[src/hdl/ladsr_pkg.sv]
// Shared constants, types and codes for the linear ADSR envelope block.
`timescale 1ns / 1ps
`default_nettype none

package ladsr_pkg;

    localparam int COUNT_WIDTH  = 24;
    localparam int SAMPLE_WIDTH = 24;

    localparam int LEN_W   = 24;
    localparam int LVL_W   = 17;
    localparam int IDX_W   = 3;
    localparam int CFG_W   = 24;
    localparam int FRAC_W  = 16;
    localparam int GAIN_W  = 17;
    localparam int QUO_W   = 17;
    localparam int DVD_W   = LEN_W + QUO_W;
    localparam int DCNT_W  = $clog2(QUO_W + 1);
    localparam int BND_W   = LEN_W + 2;
    localparam int CMP_W   = ((COUNT_WIDTH > BND_W) ? COUNT_WIDTH : BND_W) + 1;
    localparam int MUL_A_W = ((SAMPLE_WIDTH > LEN_W) ? SAMPLE_WIDTH : LEN_W) + 1;
    localparam int MUL_B_W = GAIN_W + 1;
    localparam int PROD_W  = MUL_A_W + MUL_B_W;
    localparam int SH_W    = PROD_W - FRAC_W;

    localparam logic [GAIN_W-1:0] UNITY = 17'h10000;

    localparam logic [LEN_W-1:0] ATTACK_RST  = 24'd4410;
    localparam logic [LEN_W-1:0] DECAY_RST   = 24'd13230;
    localparam logic [LEN_W-1:0] SUSTAIN_RST = 24'd22050;
    localparam logic [LEN_W-1:0] RELEASE_RST = 24'd13230;
    localparam logic [LVL_W-1:0] LEVEL_RST   = 17'd26214;

    typedef enum logic [IDX_W-1:0] {
        CFG_ATTACK_LEN    = 3'd0,
        CFG_DECAY_LEN     = 3'd1,
        CFG_SUSTAIN_LEN   = 3'd2,
        CFG_RELEASE_LEN   = 3'd3,
        CFG_SUSTAIN_LEVEL = 3'd4
    } cfg_idx_t;

    typedef enum logic [2:0] {
        PH_ATTACK  = 3'd0,
        PH_DECAY   = 3'd1,
        PH_SUSTAIN = 3'd2,
        PH_RELEASE = 3'd3,
        PH_DONE    = 3'd4
    } phase_t;

    typedef enum logic [2:0] {
        ST_IDLE,
        ST_FIND,
        ST_MUL,
        ST_DIV_GO,
        ST_DIV_WAIT,
        ST_GAIN,
        ST_SCALE,
        ST_OUT
    } state_t;

    typedef struct packed {
        logic             start;
        logic [DVD_W-1:0] dividend;
        logic [LEN_W-1:0] divisor;
    } div_req_t;

    typedef struct packed {
        logic             busy;
        logic             done;
        logic [QUO_W-1:0] quotient;
    } div_stat_t;

endpackage

`default_nettype wire

[src/hdl/ladsr_div.sv]
// Restoring divider, one quotient bit per cycle; quotient known to fit QUO_W bits.
`timescale 1ns / 1ps
`default_nettype none

module ladsr_div (
    input  wire logic                 aclk,
    input  wire logic                 aresetn,
    input  wire ladsr_pkg::div_req_t  req,
    output ladsr_pkg::div_stat_t      stat
);

    logic                            busy_reg;
    logic                            done_reg;
    logic [ladsr_pkg::DCNT_W-1:0]    cnt_reg;
    logic [ladsr_pkg::LEN_W-1:0]     rem_reg;
    logic [ladsr_pkg::QUO_W-1:0]     quo_reg;
    logic [ladsr_pkg::LEN_W-1:0]     dsr_reg;

    logic [ladsr_pkg::LEN_W:0]       trial;
    logic [ladsr_pkg::LEN_W+1:0]     diff;
    logic                            fits;

    assign trial = {rem_reg, quo_reg[ladsr_pkg::QUO_W-1]};
    assign diff  = {1'b0, trial} - {2'b00, dsr_reg};
    assign fits  = ~diff[ladsr_pkg::LEN_W+1];

    always_ff @(posedge aclk) begin
        if (!aresetn) begin
            busy_reg <= 1'b0;
            done_reg <= 1'b0;
            cnt_reg  <= '0;
        end else if (req.start) begin
            busy_reg <= 1'b1;
            done_reg <= 1'b0;
            cnt_reg  <= ladsr_pkg::DCNT_W'(ladsr_pkg::QUO_W);
        end else if (busy_reg) begin
            cnt_reg <= cnt_reg - 1'b1;
            if (cnt_reg == ladsr_pkg::DCNT_W'(1)) begin
                busy_reg <= 1'b0;
                done_reg <= 1'b1;
            end
        end
    end

    always_ff @(posedge aclk) begin
        if (req.start) begin
            rem_reg <= req.dividend[ladsr_pkg::DVD_W-1:ladsr_pkg::QUO_W];
            quo_reg <= req.dividend[ladsr_pkg::QUO_W-1:0];
            dsr_reg <= req.divisor;
        end else if (busy_reg) begin
            rem_reg <= fits ? diff[ladsr_pkg::LEN_W-1:0] : trial[ladsr_pkg::LEN_W-1:0];
            quo_reg <= {quo_reg[ladsr_pkg::QUO_W-2:0], fits};
        end
    end

    assign stat.busy     = busy_reg;
    assign stat.done     = done_reg;
    assign stat.quotient = quo_reg;

    a_busy_done_excl: assert property (@(posedge aclk) disable iff (!aresetn)
        !(busy_reg && done_reg))
        else $error("divider busy and done together");

    a_start_busy: assert property (@(posedge aclk) disable iff (!aresetn)
        req.start |=> busy_reg && !done_reg)
        else $error("divider did not start");

    a_last_step_done: assert property (@(posedge aclk) disable iff (!aresetn)
        busy_reg && !req.start && cnt_reg == ladsr_pkg::DCNT_W'(1) |=> done_reg)
        else $error("divider did not finish after last step");

    a_cnt_range: assert property (@(posedge aclk) disable iff (!aresetn)
        cnt_reg <= ladsr_pkg::DCNT_W'(ladsr_pkg::QUO_W))
        else $error("divider step count out of range");

endmodule

`default_nettype wire

[src/hdl/linear_adsr_envelope.sv]
// Linear ADSR envelope: scales each audio item by a sample-count-driven gain.
//
// Input channel s_*: one audio sample plus a restart flag per item. Result channel
// m_*: the scaled sample and the envelope phase (0 attack .. 4 finished), one
// result per input item, in order. Both channels use valid/ready.
// Config port: cfg_we writes cfg_data into register cfg_index (0 attack_len,
// 1 decay_len, 2 sustain_len, 3 release_len, 4 sustain_level); other indexes are
// ignored. Write only while no item is in flight.
// One item at a time: a small sequencer walks the phase boundaries (one add and
// compare per cycle, up to four); in attack, decay and release one shared
// multiplier forms the ramp numerator and a restoring divider produces the
// 17-bit gain quotient, and the same multiplier then scales the sample. s_ready
// is high only when the sequencer is idle, so a new item is taken only once the
// previous one has reached the output register.
// The result sits in an output register; the next item is accepted while it
// waits. If the receiver stalls, the following item waits in its last step
// until the output register frees.
// Reset restores the register defaults, clears the sample counter and drops
// any pending result.
`timescale 1ns / 1ps
`default_nettype none

module linear_adsr_envelope (
    input  wire logic                                 aclk,
    input  wire logic                                 aresetn,
    input  wire logic                                 s_valid,
    output logic                                      s_ready,
    input  wire logic signed [ladsr_pkg::SAMPLE_WIDTH-1:0] s_in_sample,
    input  wire logic                                 s_restart,
    output logic                                      m_valid,
    input  wire logic                                 m_ready,
    output logic signed [ladsr_pkg::SAMPLE_WIDTH-1:0] m_out_sample,
    output logic [2:0]                                m_phase,
    input  wire logic                                 cfg_we,
    input  wire logic [ladsr_pkg::IDX_W-1:0]          cfg_index,
    input  wire logic [ladsr_pkg::CFG_W-1:0]          cfg_data
);

    localparam int SW = ladsr_pkg::SAMPLE_WIDTH;

    ladsr_pkg::state_t state_reg, state_next;
    ladsr_pkg::phase_t phase_reg, phase_inc;

    logic [ladsr_pkg::LEN_W-1:0]       attack_len_reg;
    logic [ladsr_pkg::LEN_W-1:0]       decay_len_reg;
    logic [ladsr_pkg::LEN_W-1:0]       sustain_len_reg;
    logic [ladsr_pkg::LEN_W-1:0]       release_len_reg;
    logic [ladsr_pkg::LVL_W-1:0]       sustain_level_reg;

    logic [ladsr_pkg::COUNT_WIDTH-1:0] count_reg;
    logic signed [SW-1:0]              x_reg;
    logic [ladsr_pkg::BND_W-1:0]       base_reg;
    logic [ladsr_pkg::BND_W-1:0]       bnd_reg;
    logic [ladsr_pkg::GAIN_W-1:0]      gain_reg;
    logic signed [ladsr_pkg::PROD_W-1:0] prod_reg;

    logic                              m_valid_reg;
    logic signed [SW-1:0]              m_out_sample_reg;
    logic [2:0]                        m_phase_reg;

    logic [ladsr_pkg::CMP_W-1:0]       n_cmp;
    logic [ladsr_pkg::CMP_W-1:0]       bnd_cmp;
    logic [ladsr_pkg::CMP_W-1:0]       k_full;
    logic [ladsr_pkg::LEN_W-1:0]       k_val;
    logic                              found;
    logic [ladsr_pkg::LEN_W-1:0]       len_next;
    logic                              lv_above;
    logic [ladsr_pkg::GAIN_W-1:0]      ramp_m;
    logic [ladsr_pkg::LEN_W-1:0]       ramp_d;
    logic [ladsr_pkg::GAIN_W-1:0]      gain_next;

    logic signed [ladsr_pkg::MUL_A_W-1:0] mul_a;
    logic signed [ladsr_pkg::MUL_B_W-1:0] mul_b;
    logic signed [ladsr_pkg::PROD_W-1:0]  mul_p;

    logic [ladsr_pkg::SH_W-1:0]        shifted;
    logic [ladsr_pkg::SH_W-SW:0]       upper;
    logic [SW-1:0]                     sat_val;

    logic                              s_accept;
    logic                              out_free;
    logic                              count_max;

    ladsr_pkg::div_req_t               div_req;
    ladsr_pkg::div_stat_t              div_stat;

    ladsr_div u_div (
        .aclk    (aclk),
        .aresetn (aresetn),
        .req     (div_req),
        .stat    (div_stat)
    );

    assign s_ready      = (state_reg == ladsr_pkg::ST_IDLE);
    assign s_accept     = s_valid && s_ready;
    assign out_free     = !m_valid_reg || m_ready;
    assign count_max    = &count_reg;
    assign m_valid      = m_valid_reg;
    assign m_out_sample = m_out_sample_reg;
    assign m_phase      = m_phase_reg;

    // phase boundary walk
    assign n_cmp   = {{(ladsr_pkg::CMP_W-ladsr_pkg::COUNT_WIDTH){1'b0}}, count_reg};
    assign bnd_cmp = {{(ladsr_pkg::CMP_W-ladsr_pkg::BND_W){1'b0}}, bnd_reg};
    assign found   = n_cmp < bnd_cmp;
    assign k_full  = n_cmp - {{(ladsr_pkg::CMP_W-ladsr_pkg::BND_W){1'b0}}, base_reg};
    assign k_val   = k_full[ladsr_pkg::LEN_W-1:0];
    assign lv_above = sustain_level_reg > ladsr_pkg::UNITY;
    assign phase_inc = ladsr_pkg::phase_t'(3'(phase_reg + 3'd1));

    always_comb begin
        len_next = '0;
        ramp_m   = ladsr_pkg::UNITY;
        ramp_d   = attack_len_reg;
        case (phase_reg)
            ladsr_pkg::PH_ATTACK: begin
                len_next = decay_len_reg;
            end
            ladsr_pkg::PH_DECAY: begin
                len_next = sustain_len_reg;
                ramp_m   = lv_above ? (sustain_level_reg - ladsr_pkg::UNITY)
                                    : (ladsr_pkg::UNITY - sustain_level_reg);
                ramp_d   = decay_len_reg;
            end
            ladsr_pkg::PH_SUSTAIN: begin
                len_next = release_len_reg;
            end
            ladsr_pkg::PH_RELEASE: begin
                ramp_m = sustain_level_reg;
                ramp_d = release_len_reg;
            end
            default: begin
                len_next = '0;
            end
        endcase
    end

    always_comb begin
        case (phase_reg)
            ladsr_pkg::PH_ATTACK:  gain_next = div_stat.quotient;
            ladsr_pkg::PH_DECAY:   gain_next = lv_above
                                       ? (ladsr_pkg::UNITY + div_stat.quotient)
                                       : (ladsr_pkg::UNITY - div_stat.quotient);
            ladsr_pkg::PH_SUSTAIN: gain_next = sustain_level_reg;
            ladsr_pkg::PH_RELEASE: gain_next = sustain_level_reg - div_stat.quotient;
            default:               gain_next = '0;
        endcase
    end

    // shared multiplier: ramp numerator, then sample scaling
    always_comb begin
        if (state_reg == ladsr_pkg::ST_SCALE) begin
            mul_a = {{(ladsr_pkg::MUL_A_W-SW){x_reg[SW-1]}}, x_reg};
            mul_b = {1'b0, gain_reg};
        end else begin
            mul_a = {{(ladsr_pkg::MUL_A_W-ladsr_pkg::LEN_W){1'b0}}, k_val};
            mul_b = {1'b0, ramp_m};
        end
    end
    assign mul_p = mul_a * mul_b;

    assign div_req.start    = (state_reg == ladsr_pkg::ST_DIV_GO);
    assign div_req.dividend = prod_reg[ladsr_pkg::DVD_W-1:0];
    assign div_req.divisor  = ramp_d;

    // floor shift and saturation
    assign shifted = prod_reg[ladsr_pkg::PROD_W-1:ladsr_pkg::FRAC_W];
    assign upper   = shifted[ladsr_pkg::SH_W-1:SW-1];
    assign sat_val = ((&upper) || !(|upper)) ? shifted[SW-1:0]
                   : (shifted[ladsr_pkg::SH_W-1] ? {1'b1, {(SW-1){1'b0}}}
                                                 : {1'b0, {(SW-1){1'b1}}});

    always_comb begin
        state_next = state_reg;
        unique case (state_reg)
            ladsr_pkg::ST_IDLE: begin
                if (s_accept) begin
                    state_next = ladsr_pkg::ST_FIND;
                end
            end
            ladsr_pkg::ST_FIND: begin
                if (found) begin
                    state_next = (phase_reg == ladsr_pkg::PH_SUSTAIN)
                               ? ladsr_pkg::ST_GAIN : ladsr_pkg::ST_MUL;
                end else if (phase_reg == ladsr_pkg::PH_RELEASE) begin
                    state_next = ladsr_pkg::ST_GAIN;
                end
            end
            ladsr_pkg::ST_MUL:    state_next = ladsr_pkg::ST_DIV_GO;
            ladsr_pkg::ST_DIV_GO: state_next = ladsr_pkg::ST_DIV_WAIT;
            ladsr_pkg::ST_DIV_WAIT: begin
                if (div_stat.done) begin
                    state_next = ladsr_pkg::ST_GAIN;
                end
            end
            ladsr_pkg::ST_GAIN:  state_next = ladsr_pkg::ST_SCALE;
            ladsr_pkg::ST_SCALE: state_next = ladsr_pkg::ST_OUT;
            ladsr_pkg::ST_OUT: begin
                if (out_free) begin
                    state_next = ladsr_pkg::ST_IDLE;
                end
            end
            default: state_next = ladsr_pkg::ST_IDLE;
        endcase
    end

    always_ff @(posedge aclk) begin
        if (!aresetn) begin
            state_reg <= ladsr_pkg::ST_IDLE;
        end else begin
            state_reg <= state_next;
        end
    end

    // control state: config, counter, output valid
    always_ff @(posedge aclk) begin
        if (!aresetn) begin
            attack_len_reg    <= ladsr_pkg::ATTACK_RST;
            decay_len_reg     <= ladsr_pkg::DECAY_RST;
            sustain_len_reg   <= ladsr_pkg::SUSTAIN_RST;
            release_len_reg   <= ladsr_pkg::RELEASE_RST;
            sustain_level_reg <= ladsr_pkg::LEVEL_RST;
            count_reg         <= '0;
            m_valid_reg       <= 1'b0;
        end else begin
            if (cfg_we) begin
                unique case (cfg_index)
                    ladsr_pkg::CFG_ATTACK_LEN:    attack_len_reg  <= cfg_data;
                    ladsr_pkg::CFG_DECAY_LEN:     decay_len_reg   <= cfg_data;
                    ladsr_pkg::CFG_SUSTAIN_LEN:   sustain_len_reg <= cfg_data;
                    ladsr_pkg::CFG_RELEASE_LEN:   release_len_reg <= cfg_data;
                    ladsr_pkg::CFG_SUSTAIN_LEVEL:
                        sustain_level_reg <= cfg_data[ladsr_pkg::LVL_W-1:0];
                    default: ;
                endcase
            end
            if (s_accept && s_restart) begin
                count_reg <= '0;
            end else if (state_reg == ladsr_pkg::ST_OUT && out_free && !count_max) begin
                count_reg <= count_reg + 1'b1;
            end
            if (state_reg == ladsr_pkg::ST_OUT && out_free) begin
                m_valid_reg <= 1'b1;
            end else if (m_ready) begin
                m_valid_reg <= 1'b0;
            end
        end
    end

    // datapath
    always_ff @(posedge aclk) begin
        if (s_accept) begin
            x_reg     <= s_in_sample;
            phase_reg <= ladsr_pkg::PH_ATTACK;
            base_reg  <= '0;
            bnd_reg   <= {2'b00, attack_len_reg};
        end
        if (state_reg == ladsr_pkg::ST_FIND && !found) begin
            if (phase_reg == ladsr_pkg::PH_RELEASE) begin
                phase_reg <= ladsr_pkg::PH_DONE;
            end else begin
                phase_reg <= phase_inc;
                base_reg  <= bnd_reg;
                bnd_reg   <= bnd_reg + {2'b00, len_next};
            end
        end
        if (state_reg == ladsr_pkg::ST_MUL || state_reg == ladsr_pkg::ST_SCALE) begin
            prod_reg <= mul_p;
        end
        if (state_reg == ladsr_pkg::ST_GAIN) begin
            gain_reg <= gain_next;
        end
        if (state_reg == ladsr_pkg::ST_OUT && out_free) begin
            m_out_sample_reg <= sat_val;
            m_phase_reg      <= phase_reg;
        end
    end

    a_out_hold: assert property (@(posedge aclk) disable iff (!aresetn)
        m_valid && !m_ready |=> m_valid && $stable(m_out_sample) && $stable(m_phase))
        else $error("result changed while waiting");

    a_phase_range: assert property (@(posedge aclk) disable iff (!aresetn)
        m_valid |-> m_phase <= ladsr_pkg::PH_DONE)
        else $error("result phase out of range");

    a_restart_clear: assert property (@(posedge aclk) disable iff (!aresetn)
        s_accept && s_restart |=> count_reg == '0)
        else $error("restart did not clear sample counter");

endmodule

`default_nettype wire

[config.mk]
export PLATFORM = sky130hd
export DESIGN_NAME = linear_adsr_envelope
export DESIGN_NICKNAME = d
export VERILOG_FILES = /design/src/hdl/ladsr_pkg.sv /design/src/hdl/ladsr_div.sv /design/src/hdl/linear_adsr_envelope.sv
export SDC_FILE = /design/constraint.sdc
export NUM_CORES = 2
export LEC_CHECK = 0
export ABC_AREA = 1
export BUFFER_PORTS_ARGS = -buffer_cell sky130_fd_sc_hd__buf_2
export CAP_MARGIN = 20
export CELL_PAD_IN_SITES_DETAIL_PLACEMENT = 1
export CELL_PAD_IN_SITES_GLOBAL_PLACEMENT = 1
export CORE_UTILIZATION = 49
export DETAILED_ROUTE_END_ITERATION = 16
export PLACE_DENSITY = 0.84
export SLEW_MARGIN = 20
export SYNTH_ARGS = -nofsm -noshare
export SYNTH_HDL_FRONTEND = slang
export SYNTH_SLANG_ARGS = --single-unit
[constraint.sdc]
create_clock -name aclk -period 9.7 [get_ports aclk]
set_input_delay 1.94 -clock aclk [delete_from_list [all_inputs] [get_ports aclk]]
set_output_delay 1.94 -clock aclk [all_outputs]
set_load 0.05 [all_outputs]
==> out/qor.json <==
{
  "clkLatencyLatePin": {"value": 620, "unit": "ps"},
  "ctsHtreeMaxLevel": {"value": 2},
  "arrival": {"value": 9220, "unit": "ps"},
  "drv_cap": {"value": 0},
  "detailedPlace.worstSlack": {"value": 1170, "unit": "ps"},
  "initial_antenna_violation_count": {"value": 3},
  "tns": {"value": 0, "unit": "ps"},
  "critical_path_class": {"value": "reg -> reg"},
  "critical_path.reg2reg.startpoint": {"value": "state_reg[0]"},
  "total_power": {"value": 6150, "unit": "µW"},
  "yosys_cell_types": {"value": 64},
  "detailedPlacementHpwl": {"value": 112000, "unit": "µm"},
  "min-delay-start": {"value": "bnd_reg[25]"},
  "depth_of_the_worst_hold_timing_path": {"value": 2},
  "min-delay-path-class": {"value": "reg -> reg"},
  "synth_enable_flop_cells": {"value": 179},
  "synth_async_sr_flop_share": {"value": 0},
  "instance_count_of_the_mapped_netlist": {"value": 4977},
  "placedCellCount": {"value": 5986},
  "r2r_end": {"value": "prod_reg[38]"},
  "viasPerCell": {"value": 5.76},
  "worst_slew_pin_slew": {"value": 1130, "unit": "ps"},
  "synth_top_area_share": {"value": 0.219},
  "hold_path_end": {"value": "bnd_reg[25]"},
  "drt_first_iter_violations": {"value": 2901},
  "setup_viol_count_final": {"value": 0},
  "cp_data_required_time": {"value": 10130, "unit": "ps"},
  "final_layout_size_suffix_gt1_frac": {"value": 0.0603},
  "layoutNonFillerInstCount": {"value": 6065},
  "place.gp.congestion": {"value": 0.977},
  "total_leakage_power": {"value": 0.0200, "unit": "µW"},
  "min_period": {"value": 8790, "unit": "ps"},
  "finalHoldViolCount": {"value": 0},
  "yosys.cell_count.top_type": {"value": "nand2_1"},
  "design.die.area": {"value": 79500, "unit": "µm²"},
  "p_per_area": {"value": 150, "unit": "nW/µm²"},
  "synth_nets": {"value": 5678},
  "drtAntennaViolNets": {"value": 0},
  "ir_worst_vdd": {"value": 0.000137, "unit": "V"},
  "clock_pin_slew_worst_setup_and_hold_paths": {"value": 60, "unit": "ps"},
  "grt_start_max_net_pins": {"value": 91},
  "reg2reg_setup_slack": {"value": 910, "unit": "ps"},
  "drt_wl_total": {"value": 142000, "unit": "µm"},
  "flow.area_growth_from_synthesis": {"value": 7.11, "unit": "%"},
  "yosysWarningCount": {"value": 0},
  "setup.worst_path.end_class": {"value": "flip-flop"},
  "netlist_area": {"value": 38400, "unit": "µm²"},
  "floorplan.initialDensity": {"value": 0.496},
  "ratio_of_final_minimum_period_to_clock_period": {"value": 0.907},
  "cts-buffers-inserted": {"value": 45},
  "std_cell_rows": {"value": 102},
  "netlist_top_cells_area": {"value": "fa_1 (22%), edfxtp_1 (14%), dfxtp_1 (10%)"},
  "path_max_fanout": {"value": 31},
  "routed-via-count": {"value": 34900},
  "cts_tree": {"value": "built"},
  "timing.clock.skew": {"value": 25.4, "unit": "ps"},
  "avgRoutedWirePerCell": {"value": 23.4, "unit": "µm"},
  "ctsHoldBuffers": {"value": 0},
  "num_antenna_cells": {"value": 0},
  "worstSetupStartpointType": {"value": "flip-flop"},
  "ys_seq_elements": {"value": 377},
  "count_of_tritonroute_iterations_in_the_first_routing_pass": {"value": 5},
  "synth_area_leader_cell": {"value": "fa_1"},
  "grt-ovfl-total": {"value": 0},
  "clockBufferDepth": {"value": 3},
  "postSynthAreaPerCell": {"value": 7.71, "unit": "µm²"},
  "slew-limit-headroom": {"value": 0.242},
  "setup_repair_after_global_routing_missed_its_margin": {"value": "no"},
  "ios": {"value": 86},
  "die-height": {"value": 282, "unit": "µm"},
  "cts_post_setup_buffers_inserted": {"value": 0},
  "postCtsResizedCells": {"value": 0},
  "timing_max_transition_violations_final": {"value": 0},
  "grt.total_usage": {"value": 0.363},
  "most_instantiated_flip_flop_cell_in_the_synthesis_netlist": {"value": "dfxtp_1"},
  "fmax": {"value": 114, "unit": "MHz"},
  "port_buffers": {"value": 85},
  "floorplan.die.width": {"value": 282, "unit": "µm"},
  "synth_sequential_area_ratio": {"value": 0.243},
  "post-route-drc-count": {"value": 0},
  "count_of_cells_along_the_worst_register_to_register_path": {"value": 23},
  "layout.nets": {"value": 5694},
  "clockRootBuffer": {"value": "clkbuf_16"},
  "ys_top_cells_by_count": {"value": "nand2_1 (1000), inv_1 (938), nor2_1 (528), fa_1 (420), o21ai_0 (325)"},
  "clock_sink_count": {"value": 377},
  "setup_slack": {"value": 906, "unit": "ps"},
  "number_of_flip_flops_in_the_largest_register": {"value": 43},
  "grt_first_pass_wirelength": {"value": 218000, "unit": "µm"},
  "run_status": {"value": "finished clean"},
  "core_region_area": {"value": 77500, "unit": "µm²"},
  "first_global_vias": {"value": 36900},
  "finalHoldWorstSlack": {"value": 450, "unit": "ps"}
}
## cells in the final DEF, fill, tap and decap left out, drive strengths merged, types with 15 or more instances in the layout
cell type | netlist | layout
a21oi | 255 | 255
xor2 | 64 | 64
o21ai | 349 | 349
xnor2 | 45 | 45
nand2 | 1028 | 1028
dfxtp | 198 | 198
o211ai | 55 | 55
clkinv | 8 | 22
nor2 | 536 | 536
edfxtp | 179 | 179
or2 | 24 | 24
inv | 959 | 961
nand4 | 36 | 36
ha | 224 | 224
nand3 | 265 | 265
fa | 420 | 420
nor3 | 36 | 36
a31oi | 17 | 17
o22ai | 15 | 15
buf | 75 | 125
clkbuf | 81 | 59
## critical path, stage by stage (launching register included)
cell and delay (ps):
dfxtp_1 450, nor2_4 70, nand2_2 510, inv_2 330
nand2_1 870, inv_1 370, nand2_1 230, inv_1 110
fa_1 650, fa_1 940, fa_1 550, fa_1 490
fa_1 540, inv_1 60, fa_1 490, inv_1 60
ha_1 410, nand2_1 130, nor2_1 190, inv_1 150
nor4_1 380, nand3_1 140, nand3_1 200, xor2_1 230
## worst max-delay path by stage
| stage | to | slack [ps] | from | depth (start not counted) |
|---|---|---|---|---|
| global placement | prod_reg[27] | 1120 | count_reg[0] | 30 |
| CTS | prod_reg[38] | 1100 | state_reg[0] | 23 |
| detailed placement | prod_reg[38] | 1170 | state_reg[0] | 23 |
| floorplan | prod_reg[41] | 2090 | state_reg[1] | 24 |
| finish | prod_reg[38] | 910 | state_reg[0] | 23 |
| global route | prod_reg[27] | 510 | count_reg[0] | 30 |
## stage by stage
stage          cell area, µm²  utilization
2_1_floorplan           38400            -
3_3_place_gp            39700        0.512
3_5_place_dp            39700        0.512
4_1_cts                 41100        0.531
5_1_grt                 41100        0.531
6_report                41100        0.531
## layout make-up
cell class,count,area [µm²]
inverters,967,3640
well taps,1040,1300
flip-flops and latches,377,9340
repair buffers,125,728
clock inverters,20,200
clock buffers,59,1220
multi-input cells,3477,24700
fillers,9766,36300
## power by group
| part | total (µW) | internal [µW] | switching (µW) |
|---|---|---|---|
| Sequential | 2070 | 1930 | 141 |
| Combinational | 2380 | 673 | 1710 |
| Clock | 1700 | 947 | 756 |
| Total | 6150 | 3550 | 2600 |
## kinds of logic (layout without fill, tap and decap cells)
logic type | count (synthesis) | count (layout) | share of synthesized area
flip-flops | 377 | 377 | 0.243
buffers and inverters | 1123 | 1171 | 0.114
multiplexers | 9 | 9 | 0.00235
AO/OA/AOI/OAI | 754 | 754 | 0.110
AND/OR/NAND/NOR | 1961 | 1961 | 0.213
XOR/XNOR | 109 | 109 | 0.0249
adder cells (fa/ha/maj) | 644 | 644 | 0.292
## routing by layer
layer | vias to the layer above | GRT usage | share of wire | wire length [µm]
met2 | 1343 | 0.578 | 0.45 | 64300
li1 | 15700 | - | - | -
met5 | - | 0 | 0.00028 | 39
met3 | 331 | 0.0559 | 0.073 | 10400
met4 | 6 | 0.164 | 0.051 | 7180
met1 | 17600 | 0.487 | 0.42 | 59800
(Power assumes the default switching activity.)
